File: src/hdl/qlh_pkg.sv
// ----------------------------------------------------------------------------
// qlh_pkg
// Shared types and constants of the queue latency log2 histogram.
// ----------------------------------------------------------------------------
package qlh_pkg;

    localparam int PENDING_DEPTH = 1024;
    localparam int PEND_AW       = (PENDING_DEPTH > 1) ? $clog2(PENDING_DEPTH) : 1;
    localparam int ROW_DEPTH     = 1024;
    localparam int ROW_AW        = (ROW_DEPTH > 1) ? $clog2(ROW_DEPTH) : 1;
    localparam int BIN_COUNT     = 32;
    localparam int BIN_AW        = (BIN_COUNT > 1) ? $clog2(BIN_COUNT) : 1;
    localparam int BIN_ADDR_W    = ROW_AW + BIN_AW;
    localparam int BIN_DEPTH     = ROW_DEPTH * BIN_COUNT;
    localparam int CLR_DEPTH     = (PENDING_DEPTH > ROW_DEPTH) ? PENDING_DEPTH : ROW_DEPTH;
    localparam int CLR_AW        = (CLR_DEPTH > 1) ? $clog2(CLR_DEPTH) : 1;

    localparam int S_TDATA_W = 208;
    localparam int M_TDATA_W = 104;

    localparam logic [63:0] INIT_TAG  = 64'h494E_4954_5F57_515F;
    localparam logic [63:0] NS_PER_US = 64'd1000;

    typedef enum logic [1:0] {
        CMD_QUEUE,
        CMD_START,
        CMD_READ,
        CMD_NONE
    } cmd_t;

    typedef enum logic [2:0] {
        STS_OK,
        STS_PEND_FULL,
        STS_NO_PEND,
        STS_FILTERED,
        STS_ROWS_FULL
    } status_t;

    typedef enum logic [1:0] {
        CFG_NS_UNITS,
        CFG_PER_QUEUE,
        CFG_FILT_EN,
        CFG_FILT_TAG
    } cfg_idx_t;

    typedef enum logic [3:0] {
        FSM_CLEAR,
        FSM_IDLE,
        FSM_PSCAN,
        FSM_LOG,
        FSM_RSCAN,
        FSM_BCLR,
        FSM_BRD,
        FSM_BWR,
        FSM_RDWAIT,
        FSM_OUT
    } fsm_t;

    typedef enum logic [1:0] {
        LG_IDLE,
        LG_SCAN
    } lg_state_t;

    typedef struct packed {
        logic        start;
        logic        ns_units;
        logic [63:0] delta;
    } lg_req_t;

    typedef struct packed {
        logic              done;
        logic [BIN_AW-1:0] bin;
    } lg_rsp_t;

    typedef struct packed {
        logic        valid;
        logic [63:0] tag;
        logic [63:0] ts;
        logic [63:0] id;
    } pend_entry_t;

    typedef struct packed {
        logic        used;
        logic [63:0] key;
    } row_entry_t;

endpackage

File: src/hdl/qlh_div_log2.sv
// ----------------------------------------------------------------------------
// qlh_div_log2
// Floor log2 of a latency in nanoseconds or in whole microseconds, found by
// comparing against a doubling threshold one bin per cycle, clamped to the
// last bin.
// ----------------------------------------------------------------------------
module qlh_div_log2 (
    input  logic            aclk,
    input  logic            aresetn,
    input  qlh_pkg::lg_req_t req,
    output qlh_pkg::lg_rsp_t rsp
);
    import qlh_pkg::*;

    lg_state_t         state_reg, state_next;
    logic [63:0]       val_reg, val_next;
    logic [63:0]       thr_reg, thr_next;
    logic [BIN_AW-1:0] cnt_reg, cnt_next;
    logic              done_reg, done_next;
    logic [BIN_AW-1:0] bin_reg, bin_next;

    always_ff @(posedge aclk) begin
        if (!aresetn) begin
            state_reg <= LG_IDLE;
            done_reg  <= 1'b0;
        end else begin
            state_reg <= state_next;
            done_reg  <= done_next;
        end
        val_reg <= val_next;
        thr_reg <= thr_next;
        cnt_reg <= cnt_next;
        bin_reg <= bin_next;
    end

    always_comb begin
        state_next = state_reg;
        val_next   = val_reg;
        thr_next   = thr_reg;
        cnt_next   = cnt_reg;
        bin_next   = bin_reg;
        done_next  = 1'b0;
        case (state_reg)
            LG_IDLE: begin
                if (req.start) begin
                    // bin k holds the latencies at or above unit * 2^k (bin 0 also those below)
                    val_next   = req.delta;
                    thr_next   = req.ns_units ? 64'd2 : (NS_PER_US << 1);
                    cnt_next   = '0;
                    state_next = LG_SCAN;
                end
            end
            LG_SCAN: begin
                if (cnt_reg != BIN_AW'(BIN_COUNT - 1) && val_reg >= thr_reg) begin
                    thr_next = thr_reg << 1;
                    cnt_next = cnt_reg + 1'b1;
                end else begin
                    bin_next   = cnt_reg;
                    done_next  = 1'b1;
                    state_next = LG_IDLE;
                end
            end
            default: state_next = LG_IDLE;
        endcase
    end

    assign rsp.done = done_reg;
    assign rsp.bin  = bin_reg;

endmodule
File: config.mk
export PLATFORM = sky130hd
export DESIGN_NAME = qlh_div_log2
export DESIGN_NICKNAME = d
export VERILOG_FILES = /design/src/hdl/qlh_pkg.sv /design/src/hdl/qlh_div_log2.sv
export SDC_FILE = /design/constraint.sdc
export NUM_CORES = 1
export LEC_CHECK = 0
export BUFFER_PORTS_ARGS = -buffer_cell sky130_fd_sc_hd__buf_2
export CAP_MARGIN = 20
export CORE_MARGIN = 8
export CORE_UTILIZATION = 58
export DETAILED_ROUTE_END_ITERATION = 12
export GPL_TIMING_DRIVEN = 0
export PLACE_DENSITY = 0.79
export SYNTH_ARGS = -nofsm -noshare
export SYNTH_HDL_FRONTEND = slang
export SYNTH_SLANG_ARGS = --single-unit
File: constraint.sdc
create_clock -name aclk -period 7.4 [get_ports aclk]
set_clock_uncertainty 0.1 [all_clocks]
set_input_delay 0 -clock aclk [delete_from_list [all_inputs] [get_ports aclk]]
set_output_delay 0 -clock aclk [all_outputs]
set_load 0.02 [all_outputs]
==> impl_metrics.json <==
{
  "place_congestion": 0.783,
  "p_comb_frac": 0.151,
  "worst_skew_pair.late_latency_ns": 0.52,
  "rows": 38,
  "clockBufferDepth": 2,
  "vias_per_cell": 5.19,
  "yosysSeqAreaShare": 0.650,
  "leakage_nw": 3.49,
  "final_common_cell": "edfxtp_1",
  "dr.pass1.iters": 4,
  "crit_type": "reg2reg",
  "io_buffers": 73,
  "synthesis.area_um2": 6390,
  "cts_sinks": 139,
  "internal_power_mw": 1.64,
  "numPlacedInstances": 678,
  "fin_hold_ws_ns": 0.0862,
  "overflow": 0,
  "die_w_um": 121,
  "post-route-drc-count": 0,
  "slew_viol_final": 0,
  "timing.slew.headroom": 0.223,
  "synthCells": 461,
  "start_util": 0.593,
  "diodes": 0,
  "tightestPinTransition_ns": 1.17,
  "h-tree-depth": 4,
  "layout-drive-gt1-share": 0.187,
  "period_minus_slack_ns": 3.67,
  "final_nets": 757,
  "drt-total-wl_um": 12600,
  "fin_cells": 777,
  "dp_hpwl_um": 8340,
  "cts_repair_resize_count": 0,
  "synth_top_area_frac": 0.643,
  "finalCritPeriodShare": 0.496,
  "ir_drop_mv": 0.275,
  "dieArea_um2": 14600,
  "max_freq_mhz": 272,
  "startpoint": "thr_reg[57]$_SDFFCE_PN0P_",
  "cts_tree": "built",
  "postSynthAreaPerCell_um2": 13.9,
  "antenna_found_initial": 0,
  "pwr-share-seq": 0.471,
  "ys_types": 36,
  "endpoint_kind": "register",
  "worstPathArrival_ns": 3.79,
  "outcome": "completed",
  "drv_cap": 0,
  "grt_max_degree": 35,
  "post_drt_wl_per_cell_um": 16.2,
  "r2r-end": "thr_reg[26]$_SDFFCE_PN0P_",
  "root_buffer": "clkbuf_8",
  "grt_use_total": 0.185,
  "rr_worst_depth": 10,
  "p_total_mw": 2.17,
  "boundaryPins": 74,
  "antenna_left": 0,
  "final_cell_mix": "137 x edfxtp_1, 73 x buf_2, 67 x dlygate4sd3_1, 65 x inv_1, 65 x ha_1",
  "worstSetupEndpoint": "thr_reg[26]$_SDFFCE_PN0P_",
  "fin_tns_setup_ns": 0,
  "power-per-cell-area_nw_per_um2": 262,
  "drtIter0Drc": 234,
  "place_ws_ns": 3.74,
  "synth_nets": 594,
  "worstHoldPathType": "in2reg",
  "synthTopCellsByArea": "edfxtp_1 64%, ha_1 13%, and2_1 6.0%",
  "rsz0062_at_grt": "false",
  "critical_path_required_ns": 7.52,
  "p_switching_mw": 0.531,
  "ys_ff_latch": 139,
  "r2r_start": "thr_reg[57]$_SDFFCE_PN0P_",
  "core_um2": 10800,
  "area_growth_pct": 29.6,
  "pwr-share-clk": 0.378,
  "finalHoldViolCount": 0,
  "vias": 4033,
  "layout_setup_ws_ns": 3.73,
  "switching_share": 0.245,
  "ys_warn_count": 0,
  "critPathMaxFanout": 19,
  "grt_pass1_vias": 4387,
  "largest_reg_flops": 64,
  "yosys.area.top_type": "edfxtp_1",
  "cts_buffers": 17,
  "reg2reg_slack_ns": 3.73,
  "nFillCells": 643,
  "grt_pass1_wl_um": 21000,
  "setup_viol": 0,
  "cp-start-kind": "register",
  "die_y_um": 121,
  "clk_pin_slew_worst_paths_ns": 0.06
}
==> synthesized netlist by cell type, drive strengths merged <==
| cell type | number |
|---|---|
| and4 | 3 |
| o211ai | 1 |
| a21oi | 28 |
| a221oi | 4 |
| nand2 | 19 |
| or4 | 1 |
| dfxtp | 2 |
| xnor2 | 1 |
| and3 | 1 |
| nor3 | 6 |
| nor4b | 2 |
| nand3 | 8 |
| buf | 1 |
| nor2 | 7 |
| inv | 65 |
| a221o | 1 |
| and2 | 61 |
| xor2 | 1 |
| a21o | 10 |
| ha | 65 |
| o21ai | 10 |
| nand2b | 1 |
| clkbuf | 8 |
| a211oi | 3 |
| nand4 | 10 |
| nor2b | 4 |
| edfxtp | 137 |
| or3 | 1 |
==> routing by layer <==
layer | routed length, µm | share of wire | vias up | global-route usage
li1 | - | - | 1985 | -
met1 | 5090 | 0.40 | 1943 | 0.203
met2 | 6750 | 0.54 | 91 | 0.334
met3 | 604 | 0.048 | 14 | 0.0614
met4 | 151 | 0.012 | 0 | 0.0554
met5 | 0 | 0 | - | 0
==> power groups by stage <==
stage | Clock [mW] | Sequential, mW | Combinational (mW)
global placement | 0 | 1.04 | 0.259
CTS | 0.828 | 1.02 | 0.329
floorplan | 0 | 1.03 | 0.195
finish | 0.819 | 1.02 | 0.328
detailed placement | 0 | 1.04 | 0.298
global route | 0.865 | 1.03 | 0.374
==> layout make-up <==
type                            count  area (µm²)  area share
Buffer                              9        47.5     0.00574
Clock buffer                       18         418      0.0504
Clock inverter                     14         153      0.0184
Inverter                           65         244      0.0294
Multi-Input combinational cell    248        1970       0.238
Sequential cell                   139        4150       0.501
Tap cell                          140         175      0.0211
Timing Repair Buffer              144        1130       0.136
==> critical path: stages (launching register included) <==
cell	delay [ns]
edfxtp_1	0.37
inv_1	0.06
ha_1	0.31
nand4_1	0.19
nor4b_2	0.42
nand4_4	0.17
nor3_2	0.19
a221oi_2	0.12
a221oi_4	0.97
buf_8	0.29
buf_16	0.18
==> through the flow <==
stage	cell area [µm²]	utilization
finish	8290	0.768
global route	8290	0.768
CTS	8290	0.768
detailed placement	7040	0.653
global placement	6940	0.643
floorplan	6390	-
==> how the worst min path moves through the flow <==
stage | from | end | slack, ns | cells after the start
6_report | req[14] | val_reg[14]$_DFFE_PP_ | 0.09 | 2
3_5_place_dp | req[19] | val_reg[19]$_DFFE_PP_ | 0.08 | 1
2_1_floorplan | req[0] | val_reg[0]$_DFFE_PP_ | -0.001 | 0
5_1_grt | req[59] | val_reg[59]$_DFFE_PP_ | 0.06 | 2
3_3_place_gp | req[8] | val_reg[8]$_DFFE_PP_ | 0.08 | 1
4_1_cts | req[18] | val_reg[18]$_DFFE_PP_ | 0.06 | 2
==> repair_timing <==
action	CTS	global route
endpoints found under the setup margin	0	0
endpoints found under the hold margin	103	0
hold buffers	67	0
setup buffers	0	0
==> cells by family (layout without fill, tap and decap cells) <==
kind of cell    Yosys count  after routing  synth area share
fa+ha+maj                65             65             0.127
simple gates            124            124             0.120
buf+inv                  74            250            0.0456
xor+xnor                  2              2           0.00274
compound gates           57             57            0.0552
flops                   139            139             0.650
No activity file was read; power rests on OpenSTA's default activity.
